`config.mk`:
```
export PLATFORM = sky130hd
export DESIGN_NAME = adaptive_beacon_period
export DESIGN_NICKNAME = d
export VERILOG_FILES = /design/src/rtl/abp_pkg.sv /design/src/rtl/adaptive_beacon_period.sv
export SDC_FILE = /design/constraint.sdc
export NUM_CORES = 2
export LEC_CHECK = 0
export BUFFER_PORTS_ARGS = -buffer_cell sky130_fd_sc_hd__buf_2
export CAP_MARGIN = 20
export CORE_ASPECT_RATIO = 0.9
export CORE_MARGIN = 2
export CORE_UTILIZATION = 45
export DETAILED_ROUTE_END_ITERATION = 8
export PLACE_DENSITY = 0.7
export SKIP_CTS_REPAIR_TIMING = 1
export SLEW_MARGIN = 20
export SYNTH_ARGS = -nofsm -noshare
export SYNTH_HDL_FRONTEND = slang
export SYNTH_SLANG_ARGS = --single-unit
```
`constraint.sdc`:
```
create_clock -name clk -period 13.97 [get_ports clk]
set_input_delay 2.0955 -clock clk [delete_from_list [all_inputs] [get_ports clk]]
set_output_delay 2.0955 -clock clk [all_outputs]
set_load 0.005 [all_outputs]
```
`src/rtl/abp_pkg.sv`:
```
// ----------------------------------------------------------------------------
// abp_pkg
// Shared constants, codes and types of the adaptive beacon period block.
// ----------------------------------------------------------------------------
package abp_pkg;

  // Fixed-point format and identity size
  localparam int FRAC_BITS = 8;
  localparam int ID_BYTES  = 8;
  localparam logic [15:0] FP_ONE = 16'(1 << FRAC_BITS);

  // Port widths
  localparam int IN_TDATA_W  = 72;
  localparam int IN_TUSER_W  = 3;
  localparam int OUT_TDATA_W = 120;
  localparam int OUT_TUSER_W = 2;
  localparam int CFG_IDX_W   = 3;
  localparam int CFG_DATA_W  = 16;

  // Commands carried on in_tuser
  typedef enum logic [2:0] {
    CMD_TICK      = 3'd0,
    CMD_HEARD     = 3'd1,
    CMD_SEND_DONE = 3'd2,
    CMD_SET_ID    = 3'd3,
    CMD_CLEAR_ID  = 3'd4,
    CMD_START     = 3'd5
  } cmd_t;

  // Result kinds carried on out_tuser
  typedef enum logic [1:0] {
    KIND_DONE   = 2'd0,
    KIND_BCAST  = 2'd1,
    KIND_REJECT = 2'd2
  } kind_t;

  // Configuration register indexes
  localparam logic [CFG_IDX_W-1:0] CFG_MIN_PERIOD = 3'd0;
  localparam logic [CFG_IDX_W-1:0] CFG_MAX_PERIOD = 3'd1;
  localparam logic [CFG_IDX_W-1:0] CFG_DECAY      = 3'd2;
  localparam logic [CFG_IDX_W-1:0] CFG_GROW       = 3'd3;
  localparam logic [CFG_IDX_W-1:0] CFG_FSTEP      = 3'd4;
  localparam logic [CFG_IDX_W-1:0] CFG_HIGH_LIM   = 3'd5;
  localparam logic [CFG_IDX_W-1:0] CFG_LOW_LIM    = 3'd6;

  // Reset values
  localparam logic [15:0] RST_MIN_PERIOD = 16'd2560;
  localparam logic [15:0] RST_MAX_PERIOD = 16'd15360;
  localparam logic [7:0]  RST_DECAY      = 8'd248;
  localparam logic [9:0]  RST_GROW       = 10'd320;
  localparam logic [7:0]  RST_FSTEP      = 8'd3;
  localparam logic [15:0] RST_HIGH_LIM   = 16'd256;
  localparam logic [15:0] RST_LOW_LIM    = 16'd128;
  localparam logic [15:0] RST_RATE       = 16'd800;
  localparam logic [15:0] RST_PERIOD     = 16'd2560;

endpackage

```
`src/rtl/adaptive_beacon_period.sv`:
```
// ----------------------------------------------------------------------------
// adaptive_beacon_period
// Identity beacon scheduler with an adaptive 8.8 fixed-point period.
//
//   channel | direction | ports                      | contents
//   in      | slave     | in_tvalid/tready/tdata/tuser  | one command item
//   out     | master    | out_tvalid/tready/tdata/tuser | one result per item
//   cfg     | slave     | cfg_valid/ready/index/data | register writes
//
// Most commands finish at once; a tick that does not reach the period only
// decays the rate, one that reaches it also adapts and keeps or grows it, a
// shrink adds one pass of the radix-2 divider, and start runs two passes.
// The multiplier is shared across sequencer states and the divider by shrink
// and start, both stepped by the sequencer. in_tready is high only while the sequencer is
// idle; a full output register stalls the sequencer before it returns to idle,
// and a finished result waits there while the next item is taken.
// Reset is synchronous.
// ----------------------------------------------------------------------------
module adaptive_beacon_period (
  input  logic                              clk,
  input  logic                              rst_n,
  // in_tdata: identity_bytes[63:0], id_len[67:64], link_accepts[68]
  input  logic [abp_pkg::IN_TDATA_W-1:0]    in_tdata,
  // in_tuser: command[2:0]
  input  logic [abp_pkg::IN_TUSER_W-1:0]    in_tuser,
  input  logic                              in_tvalid,
  output logic                              in_tready,
  // out_tdata: sequence_number[15:0], period_now[31:16], rate_estimate[47:32],
  //            identity_out[111:48], identity_count[115:112], send_taken[116]
  output logic [abp_pkg::OUT_TDATA_W-1:0]   out_tdata,
  // out_tuser: result_kind[1:0]
  output logic [abp_pkg::OUT_TUSER_W-1:0]   out_tuser,
  output logic                              out_tvalid,
  input  logic                              out_tready,
  input  logic                              cfg_valid,
  output logic                              cfg_ready,
  input  logic [abp_pkg::CFG_IDX_W-1:0]     cfg_index,
  input  logic [abp_pkg::CFG_DATA_W-1:0]    cfg_data
);
  import abp_pkg::*;

  localparam int DIVW = 16 + FRAC_BITS;
  localparam int CNTW = $clog2(DIVW + 1);
  localparam int CMPW = 16 + FRAC_BITS;
  localparam int PADW = OUT_TDATA_W - 117;

  typedef enum logic [3:0] {
    S_IDLE,
    S_TICK_DECAY,
    S_TICK_CHECK,
    S_ADAPT_RATE,
    S_ADAPT_SEL,
    S_GROW,
    S_SHRINK,
    S_SHRINK_FIN,
    S_CLAMP,
    S_START_DIV2,
    S_START_FIN,
    S_DIV,
    S_DONE
  } state_t;

  // Configuration registers
  logic [15:0] min_r, max_r, high_r, low_r;
  logic [7:0]  decay_r, fstep_r;
  logic [9:0]  grow_r;

  // Block state
  state_t      state_r, div_ret_r;
  logic [63:0] id_r;
  logic [3:0]  id_len_r;
  logic [7:0]  sc_r, heard_r;
  logic [15:0] rate_r, period_r, next_seq_r;
  logic        pending_r;

  // Working registers
  logic [15:0] work_r, adapt_rate_r;
  logic        accepts_r;
  logic [DIVW-1:0] quo_r;
  logic [15:0] rem_r, den_r;
  logic [CNTW-1:0] cnt_r;

  // Result under construction
  kind_t       res_kind_r;
  logic [15:0] res_seq_r;
  logic [63:0] res_id_r;
  logic [3:0]  res_cnt_r;
  logic        res_taken_r;

  // Output register
  logic        out_valid_r;
  kind_t       out_kind_r;
  logic [15:0] out_seq_r, out_period_r, out_rate_r;
  logic [63:0] out_id_r;
  logic [3:0]  out_cnt_r;
  logic        out_taken_r;

  // Input field views
  cmd_t        cmd;
  logic [63:0] in_id;
  logic [3:0]  in_len;
  logic        in_accepts;
  logic [63:0] id_masked;
  logic        in_fire;
  logic        len_bad;

  assign cmd        = cmd_t'(in_tuser);
  assign in_id      = in_tdata[63:0];
  assign in_len     = in_tdata[67:64];
  assign in_accepts = in_tdata[68];
  assign in_fire    = in_tvalid && in_tready;
  assign in_tready  = (state_r == S_IDLE);
  assign cfg_ready  = 1'b1;
  assign len_bad    = (in_len == 4'd0) || (in_len > 4'(ID_BYTES));

  // Keep only the bytes below the given length
  always_comb begin
    for (int i = 0; i < 8; i++) begin
      id_masked[8*i +: 8] = (4'(i) < in_len) ? in_id[8*i +: 8] : 8'd0;
    end
  end

  // One minus the decay fraction, floored at zero
  logic [15:0] decay_comp;
  assign decay_comp = (16'(decay_r) < FP_ONE) ? (FP_ONE - 16'(decay_r)) : 16'd0;

  // Shared multiplier with truncating shift and saturation
  logic [15:0] mul_a, mul_b, mul_sat;
  logic [31:0] mul_p, mul_sh;

  always_comb begin
    unique case (state_r)
      S_TICK_DECAY: begin
        mul_a = rate_r;
        mul_b = 16'(decay_r);
      end
      S_ADAPT_RATE: begin
        mul_a = rate_r;
        mul_b = decay_comp;
      end
      S_GROW: begin
        mul_a = work_r;
        mul_b = 16'(grow_r);
      end
      S_SHRINK: begin
        mul_a = 16'(fstep_r);
        mul_b = work_r;
      end
      default: begin
        mul_a = 16'd0;
        mul_b = 16'd0;
      end
    endcase
  end

  assign mul_p   = mul_a * mul_b;
  assign mul_sh  = mul_p >> FRAC_BITS;
  assign mul_sat = (|mul_sh[31:16]) ? 16'hFFFF : mul_sh[15:0];

  // Decayed rate plus messages heard this second, saturated
  logic [CMPW:0] rsum;
  logic [15:0]   rsum_sat;
  assign rsum     = (CMPW+1)'(mul_sat) + (CMPW+1)'({heard_r, {FRAC_BITS{1'b0}}});
  assign rsum_sat = (|rsum[CMPW:16]) ? 16'hFFFF : rsum[15:0];

  // Shrink divisor: one plus step times period, saturated
  logic [16:0] sdiv_sum;
  logic [15:0] sdiv;
  assign sdiv_sum = 17'(FP_ONE) + 17'(mul_sat);
  assign sdiv     = sdiv_sum[16] ? 16'hFFFF : sdiv_sum[15:0];

  // Divider step: one quotient bit a cycle; a zero divisor gives all ones
  logic [16:0] trial, diff;
  logic        trial_ge;
  logic [15:0] div_q_sat;
  assign trial     = {rem_r, quo_r[DIVW-1]};
  assign diff      = trial - {1'b0, den_r};
  assign trial_ge  = (trial >= {1'b0, den_r});
  assign div_q_sat = (|quo_r[DIVW-1:16]) ? 16'hFFFF : quo_r[15:0];

  // Seconds count against the period
  logic [CMPW-1:0] sc_fp;
  logic            period_not_due;
  assign sc_fp          = CMPW'({sc_r, {FRAC_BITS{1'b0}}});
  assign period_not_due = sc_fp < CMPW'(period_r);

  // Clamp the candidate period, lower bound first
  logic [15:0] clamped;
  always_comb begin
    priority if (work_r < min_r) begin
      clamped = min_r;
    end else if (work_r > max_r) begin
      clamped = max_r;
    end else begin
      clamped = work_r;
    end
  end

  // Configuration writes
  always_ff @(posedge clk) begin
    if (!rst_n) begin
      min_r   <= RST_MIN_PERIOD;
      max_r   <= RST_MAX_PERIOD;
      decay_r <= RST_DECAY;
      grow_r  <= RST_GROW;
      fstep_r <= RST_FSTEP;
      high_r  <= RST_HIGH_LIM;
      low_r   <= RST_LOW_LIM;
    end else if (cfg_valid && cfg_ready) begin
      unique case (cfg_index)
        CFG_MIN_PERIOD: min_r   <= cfg_data;
        CFG_MAX_PERIOD: max_r   <= cfg_data;
        CFG_DECAY:      decay_r <= cfg_data[7:0];
        CFG_GROW:       grow_r  <= cfg_data[9:0];
        CFG_FSTEP:      fstep_r <= cfg_data[7:0];
        CFG_HIGH_LIM:   high_r  <= cfg_data;
        CFG_LOW_LIM:    low_r   <= cfg_data;
        default: ;
      endcase
    end
  end

  // Sequencer, state and output register
  always_ff @(posedge clk) begin
    if (!rst_n) begin
      state_r     <= S_IDLE;
      div_ret_r   <= S_IDLE;
      id_r        <= 64'd0;
      id_len_r    <= 4'd0;
      sc_r        <= 8'd0;
      heard_r     <= 8'd0;
      rate_r      <= RST_RATE;
      period_r    <= RST_PERIOD;
      next_seq_r  <= 16'd0;
      pending_r   <= 1'b0;
      out_valid_r <= 1'b0;
    end else begin
      // Drop the result once taken, unless a new one is loaded
      if (out_valid_r && out_tready && state_r != S_DONE) begin
        out_valid_r <= 1'b0;
      end

      unique case (state_r)
        S_IDLE: begin
          if (in_fire) begin
            res_kind_r  <= (cmd == CMD_SET_ID && len_bad) ? KIND_REJECT : KIND_DONE;
            res_seq_r   <= 16'd0;
            res_id_r    <= 64'd0;
            res_cnt_r   <= 4'd0;
            res_taken_r <= 1'b0;
            accepts_r   <= in_accepts;
            unique case (cmd)
              CMD_TICK: begin
                state_r <= (id_len_r != 4'd0) ? S_TICK_DECAY : S_DONE;
              end
              CMD_HEARD: begin
                if (heard_r != 8'hFF) begin
                  heard_r <= heard_r + 8'd1;
                end
                state_r <= S_DONE;
              end
              CMD_SEND_DONE: begin
                pending_r <= 1'b0;
                state_r   <= S_DONE;
              end
              CMD_SET_ID: begin
                if (!len_bad) begin
                  id_r     <= id_masked;
                  id_len_r <= in_len;
                  sc_r     <= 8'd0;
                  heard_r  <= 8'd0;
                end
                state_r <= S_DONE;
              end
              CMD_CLEAR_ID: begin
                id_len_r <= 4'd0;
                state_r  <= S_DONE;
              end
              CMD_START: begin
                // 1.0 / min_period
                quo_r     <= {FP_ONE, {FRAC_BITS{1'b0}}};
                rem_r     <= 16'd0;
                den_r     <= min_r;
                cnt_r     <= CNTW'(DIVW);
                div_ret_r <= S_START_DIV2;
                state_r   <= S_DIV;
              end
              default: state_r <= S_DONE;
            endcase
          end
        end

        // Decay the rate, fold in heard messages, count the second
        S_TICK_DECAY: begin
          rate_r  <= rsum_sat;
          heard_r <= 8'd0;
          if (sc_r != 8'hFF) begin
            sc_r <= sc_r + 8'd1;
          end
          state_r <= S_TICK_CHECK;
        end

        S_TICK_CHECK: begin
          work_r  <= period_r;
          state_r <= period_not_due ? S_DONE : S_ADAPT_RATE;
        end

        S_ADAPT_RATE: begin
          adapt_rate_r <= mul_sat;
          state_r      <= S_ADAPT_SEL;
        end

        S_ADAPT_SEL: begin
          priority if (adapt_rate_r > high_r) begin
            state_r <= S_GROW;
          end else if (adapt_rate_r < low_r) begin
            state_r <= S_SHRINK;
          end else begin
            state_r <= S_CLAMP;
          end
        end

        S_GROW: begin
          work_r  <= mul_sat;
          state_r <= S_CLAMP;
        end

        // Period over (1 + step * period)
        S_SHRINK: begin
          quo_r     <= {work_r, {FRAC_BITS{1'b0}}};
          rem_r     <= 16'd0;
          den_r     <= sdiv;
          cnt_r     <= CNTW'(DIVW);
          div_ret_r <= S_SHRINK_FIN;
          state_r   <= S_DIV;
        end

        S_SHRINK_FIN: begin
          work_r  <= div_q_sat;
          state_r <= S_CLAMP;
        end

        // Store the period and issue the broadcast when none is pending
        S_CLAMP: begin
          period_r <= clamped;
          sc_r     <= 8'd0;
          if (!pending_r) begin
            res_kind_r  <= KIND_BCAST;
            res_seq_r   <= next_seq_r;
            res_id_r    <= id_r;
            res_cnt_r   <= id_len_r;
            res_taken_r <= accepts_r;
            next_seq_r  <= next_seq_r + 16'd1;
            if (accepts_r) begin
              pending_r <= 1'b1;
              if (heard_r != 8'hFF) begin
                heard_r <= heard_r + 8'd1;
              end
            end
          end
          state_r <= S_DONE;
        end

        // Previous quotient over the decay complement
        S_START_DIV2: begin
          quo_r     <= {div_q_sat, {FRAC_BITS{1'b0}}};
          rem_r     <= 16'd0;
          den_r     <= decay_comp;
          cnt_r     <= CNTW'(DIVW);
          div_ret_r <= S_START_FIN;
          state_r   <= S_DIV;
        end

        S_START_FIN: begin
          rate_r    <= div_q_sat;
          period_r  <= min_r;
          pending_r <= 1'b0;
          state_r   <= S_DONE;
        end

        // Advance the divider by one quotient bit
        S_DIV: begin
          rem_r <= trial_ge ? diff[15:0] : trial[15:0];
          quo_r <= {quo_r[DIVW-2:0], trial_ge};
          cnt_r <= cnt_r - CNTW'(1);
          if (cnt_r == CNTW'(1)) begin
            state_r <= div_ret_r;
          end
        end

        // Load the output register once it is free
        S_DONE: begin
          if (!out_valid_r || out_tready) begin
            out_valid_r  <= 1'b1;
            out_kind_r   <= res_kind_r;
            out_seq_r    <= res_seq_r;
            out_period_r <= period_r;
            out_rate_r   <= rate_r;
            out_id_r     <= res_id_r;
            out_cnt_r    <= res_cnt_r;
            out_taken_r  <= res_taken_r;
            state_r      <= S_IDLE;
          end
        end

        default: state_r <= S_IDLE;
      endcase
    end
  end

  assign out_tvalid = out_valid_r;
  assign out_tuser  = out_kind_r;
  assign out_tdata  = {{PADW{1'b0}}, out_taken_r, out_cnt_r, out_id_r,
                       out_rate_r, out_period_r, out_seq_r};

endmodule

```
Word level (Yosys, flattened, before mapping) --
Cells that the tools add are included.
Storage, ports and cells: flip-flop bits (word level) 532, input bits 99, output and inout port bits 125, logic and storage cells 236
Operators by class: $add $sub $neg 8, multiply operators 1, order comparisons 15, eq/ne operators 40, mux-type cells 81, bitwise gates (word level) 2, reductions and logical operators 52
Operators with widths (count):
- 16-bit 2-to-1 mux | 13
- 16-bit case mux with 3 select lines | 4
- 64-bit 2-to-1 mux | 2
- 8-bit 2-to-1 mux | 16
- 64-bit case mux with 2 select lines | 1
- 16-bit case mux with 2 select lines | 3
- 24-bit case mux with 4 select lines | 1
- 16-bit case mux with 4 select lines | 1
- 16-bit less-than comparator | 3
- 24-bit 2-to-1 mux | 2
- 4-bit 2-to-1 mux | 12
- 8-bit case mux with 3 select lines | 2
- 4-bit case mux with 10 select lines | 1
- 16-bit greater-than comparator | 2
- 16-bit by 16-bit multiplier with 32-bit output | 1
- 4-bit case mux with 2 select lines | 3
- 4-bit AND reduction | 6
- 4-bit equality test, second input constant | 5
- 2-bit AND reduction | 10
- 16-bit by 16-bit adder with 17-bit output | 1
- 9-bit by 16-bit adder with 17-bit output, first input constant | 1
- 17-bit by 16-bit >= comparator with 1-bit output | 1
- 16-bit by 1-bit adder with 16-bit output, second input constant | 1
- 8-bit by 1-bit adder with 8-bit output, second input constant | 2
- other kinds (44) | 105

Depth between registers and ports, before layout --
word-level depth 10, depth in mapped cells 48, gate-level depth less buffers 42

Least setup slack after synthesis --
OpenSTA, ideal clock, no wires.
path type input to register, from input rst_n, to register out_cnt_r[0], enable pin, library setup time 889 ps, arrival time 13735 ps, data required time 13081 ps, path slack -654 ps, cell stages on the path 3, path buffers 1, path through clkinv_1 clkbuf_1 nor4_1
On the way: longest elaborated chain between the ends 1
Ends and longest elaborated chain:
- start: declaration | line adaptive_beacon_period.sv:21 | input logic rst_n,
- 3-bit AND reduction (no line)
- end signal: assignment | line adaptive_beacon_period.sv:400 | out_cnt_r <= res_cnt_r;
- end: declaration | line adaptive_beacon_period.sv:95 | logic [3:0] out_cnt_r;
No other way between the ends. A chain may end at the register's enable or synchronous reset.

Worst setup path in the final report --
from register state_r[2], to register rate_r[5]
On the way: longest elaborated chain between the ends 10, elaborated cells between the ends (all ways) 16, classes of those cells add/sub: 1; mul: 1; eq/ne: 5; mux: 5; reduce/logical: 4
Ends and longest elaborated chain:
- start: declaration | line adaptive_beacon_period.sv:69 | state_t state_r, div_ret_r;
- start signal: assignment | line adaptive_beacon_period.sv:254 | state_r <= (id_len_r != 4'd0) ? S_TICK_DECAY : S_DONE;
- start signal: assignment | line adaptive_beacon_period.sv:305 | state_r <= period_not_due ? S_DONE : S_ADAPT_RATE;
- start signal: assignment | line adaptive_beacon_period.sv:387 | state_r <= div_ret_r;
- 4-bit by 2-bit equality test with 1-bit output / 4-bit by 1-bit equality test with 1-bit output (equally long branches) | line adaptive_beacon_period.sv:132 | unique case (state_r)
- 2-bit OR reduction (no line)
- 16-bit case mux with 3 select lines | line adaptive_beacon_period.sv:132
- 16-bit by 16-bit multiplier with 32-bit output (*) | line adaptive_beacon_period.sv:156 | assign mul_p = mul_a * mul_b;
- 8-bit OR reduction | line adaptive_beacon_period.sv:158 | assign mul_sat = (|mul_sh[31:16]) ? 16'hFFFF : mul_sh[15:0];
- 16-bit 2-to-1 mux (*) | line adaptive_beacon_period.sv:158
- via mul_sat[8] | line adaptive_beacon_period.sv:128 | logic [15:0] mul_a, mul_b, mul_sat;
- 16-bit by 16-bit adder with 17-bit output (*) | line adaptive_beacon_period.sv:163 | assign rsum = (CMPW+1)'(mul_sat) + (CMPW+1)'({heard_r, {FRAC_BITS{1'b0}}});
- 9-bit OR reduction (*) | line adaptive_beacon_period.sv:164 | assign rsum_sat = (|rsum[CMPW:16]) ? 16'hFFFF : rsum[15:0];
- 16-bit 2-to-1 mux (*) | line adaptive_beacon_period.sv:164
- 16-bit case mux with 2 select lines (*) | line adaptive_beacon_period.sv:243 | unique case (state_r)
- end signal: assignment | line adaptive_beacon_period.sv:295 | rate_r <= rsum_sat;
- end signal: assignment | line adaptive_beacon_period.sv:375 | rate_r <= div_q_sat;
- end: declaration | line adaptive_beacon_period.sv:73 | logic [15:0] rate_r, period_r, next_seq_r;
The timed path passes the listed nets; every way through them passes the cells marked *.

==> summary.md <==
| Metric | Value |
|---|---|
| Final Instance Area | 0.03643 mm² |
| Seq cells post-synth | 532 |
| Clock Pin Slew Worst Setup and Hold Paths | 60 ps |
| Synth cell count leaders | nand2_1 (513), inv_1 (363), edfxtp_1 (300) |
| Outcome | complete, no violations |
| Vias post-DR | 25240 |
| Vias/cell | 5.562 |
| Final worst setup slack | 2169 ps |
| Peak Freq | 84.74 MHz |
| Final HPWL DP | 68410 µm |
| Antenna violations before repair | 6 |
| DIE WIDTH | 286.3 µm |
| H-tree Lvls | 2 |
| Fin. Hold Viols | 0 |
| Port-buffer cells | 216 |
| Core area | 0.07121 mm² |
| WP data arrival | 12310 ps |
| Syn Area/Cell | 9.694 µm² |
| Cts bufs inserted | 54 |
| RSZ-0062 raised after global routing | false |
| DRC viols | 0 |
| Initial core utilization | 45.31% |
| Normalized max-slew margin | 25.55% |
| Startpoint Class | register |
| Yosys cell types | 88 |
| Root Buffer | clkbuf_16 |
| TritonRoute pass-1 iters | 8 |
| First-pass GRT wire length | 140300 µm |
| Post-synth top area cell | edfxtp_1 |
| Post-DRT Antenna Nets | 0 |
| Die height | 258.0 µm |
| 1st-iter DRT viols | 2192 |
| Most common cell on crit path | fa_1 |
| Vias in the first global route | 24040 |
| Count leader, synth | nand2_1 |
| Filler cells | 6487 |
| Max_cap viols | 0 |
| Main flop type after synthesis | edfxtp_1 |
| WL per Instance | 20.20 µm |
| Critical path class | register to register |
| CP Max Fanout | 49 |
| Mapped Area | 0.03227 mm² |
| Layout cells sized above 1 | 11.25% |
| Crit end category | register |
| Worst vdd ir | 0.00009944 V |
| Count of pins over their slew limit | 0 |
| Ranking of synthesized cells by area | edfxtp_1 (28%), dfxtp_1 (14%), fa_1 (12%) |
| Die footprint | 0.07387 mm² |
| Max Root-Sink Buffers | 3 |
| Post-synthesis sequential area ratio | 42.31% |
| Clock latency at the later pin of the worst-skew pair | 620 ps |
| # clock sinks | 532 |
| Final TNS setup | 0 ps |
| Worst Hold Class | register to register |
| Critical-path cell with the highest stage delay | dfxtp_1 |
| Pin count of the biggest net entering global routing | 123 |
| Pre-CTS worst setup slack | 2364 ps |
| Synthesized instance count | 3329 |
| Syn-to-layout area delta | 12.89% |
| # nets final | 4032 |
| # setup viols final | 0 |
| Detailed-route wire length | 91650 µm |
| CTS tree | done |
| Fin crit period | 11800 ps |
| Post-synth EDFFs | 300 |
| Static Leak | 15.25 nW |
| Core Rows | 93 |
| Fin crit share | 84.48% |
| Post-synth top area share | 27.92% |
| Setup Skew | 14.41 ps |
| Critical Path Max Stage Delay | 900 ps |
| Num ports | 224 |
| Placed Instance Area | 0.03449 mm² |
| Routability congestion estimate | 0.9685 |
| Total GRT Usage | 24.51% |
| Total gr overflow | 0 |
| Yosys warnings | 0 |
| Least-Margin Pin Slew | 1117 ps |
| Cell area power density | 132.0 mW/mm² |
| Data required, critical path | 14480 ps |
| Async S/R FF share, synth | 0% |
registers in the layout, indices dropped and copies added, names as in the netlist, 24 cells and up:
register  cells
id_r         64
quo_r        24
res_id_r     64
out_id_r     64
layer usage:
| layer | share of wire [%] | track usage, % |
|---|---|---|
| met3 | 8.8 | 4.293 |
| met1 | 42 | 33.65 |
| met5 | 0 | 0 |
| met4 | 4.6 | 10.41 |
| met2 | 45 | 38.27 |
worst paths after layout:
check	from	end	slack, ps	cells after the start
worst max-delay path	state_r[2]	rate_r[5]	2170	37
worst min-delay path	res_id_r[33]	out_id_r[33]	410	0
worst max register to register	state_r[2]	rate_r[5]	2170	37
worst min register to register	res_id_r[33]	out_id_r[33]	410	0
through the flow:
| stage | instances | hold WS [ps] | total power [W] | utilization, % |
|---|---|---|---|---|
| 2_1_floorplan | 3379 | 400.3 | 0.002866 | - |
| 3_3_place_gp | 4430 | 400.5 | 0.003241 | 48.43 |
| 3_5_place_dp | 4430 | 404.5 | 0.003259 | 48.43 |
| 4_1_cts | 4532 | 406.8 | 0.004782 | 51.13 |
| 5_1_grt | 4537 | 413.3 | 0.005035 | 51.15 |
| 6_report | 4538 | 412.2 | 0.004808 | 51.15 |
cells by family (layout without fill, tap and decap cells):
logic type,after synthesis,count (layout),synth area share (%)
flip-flops,532,532,42.31
other,2,58,0.02327
AND/OR/NAND/NOR,1184,1184,16.74
XOR/XNOR,75,75,2.036
AO/OA/AOI/OAI,579,579,11.54
multiplexers,37,37,1.163
buffers and inverters,523,726,6.262
adder cells (fa/ha/maj),397,397,19.93
placed cells by master, fill, tap and decap left out, types with 23 or more instances in the layout:
| cell | synthesis | final |
|---|---|---|
| nand2_1 | 513 | 513 |
| inv_1 | 363 | 363 |
| edfxtp_1 | 300 | 300 |
| a21oi_1 | 240 | 240 |
| nor2_1 | 239 | 236 |
| dfxtp_1 | 232 | 232 |
| buf_2 | 4 | 216 |
| ha_1 | 202 | 202 |
| fa_1 | 195 | 195 |
| nand3_1 | 131 | 131 |
| and3_1 | 108 | 108 |
| o21ai_0 | 70 | 69 |
| clkbuf_16 | 0 | 58 |
| conb_1 | 2 | 52 |
| a21o_1 | 44 | 44 |
| buf_4 | 8 | 44 |
| xnor2_1 | 43 | 43 |
| a22oi_1 | 37 | 37 |
| mux2i_1 | 33 | 33 |
| xor2_1 | 32 | 32 |
| nor3_1 | 36 | 30 |
| o221ai_1 | 27 | 27 |
| nand4_1 | 24 | 24 |
| nand2b_1 | 23 | 23 |
| o211ai_1 | 23 | 23 |
where the power goes:
group	leakage [nW]	switching (W)	total [W]	internal, W
combinational	9.63	0.000862	0.00130	0.000434
clock	0.932	0.000649	0.00153	0.000880
sequential	4.68	0.000122	0.00198	0.00186
total	15.2	0.00163	0.00481	0.00317
layout make-up:
type / count / area (µm²) / area share (%)
Multi-Input combinational cell: 2324 / 16870 / 46.30
Sequential cell: 532 / 13650 / 37.48
Clock buffer: 68 / 1529 / 4.197
Timing Repair Buffer: 260 / 1411 / 3.874
Inverter: 364 / 1371 / 3.764
Tap cell: 950 / 1189 / 3.263
Clock inverter: 34 / 392.9 / 1.078
Antenna cell: 6 / 15.01 / 0.04122
worst max-delay path, delay by kind of cell, from the launching register on:
kind            cells  cell delay (ps)
flops               1              900
buf+inv             5              790
fa+ha+maj           9             4240
simple gates       14             3480
xor+xnor            1              100
compound gates      8             2100
No activity file was read; power rests on OpenSTA's default activity.
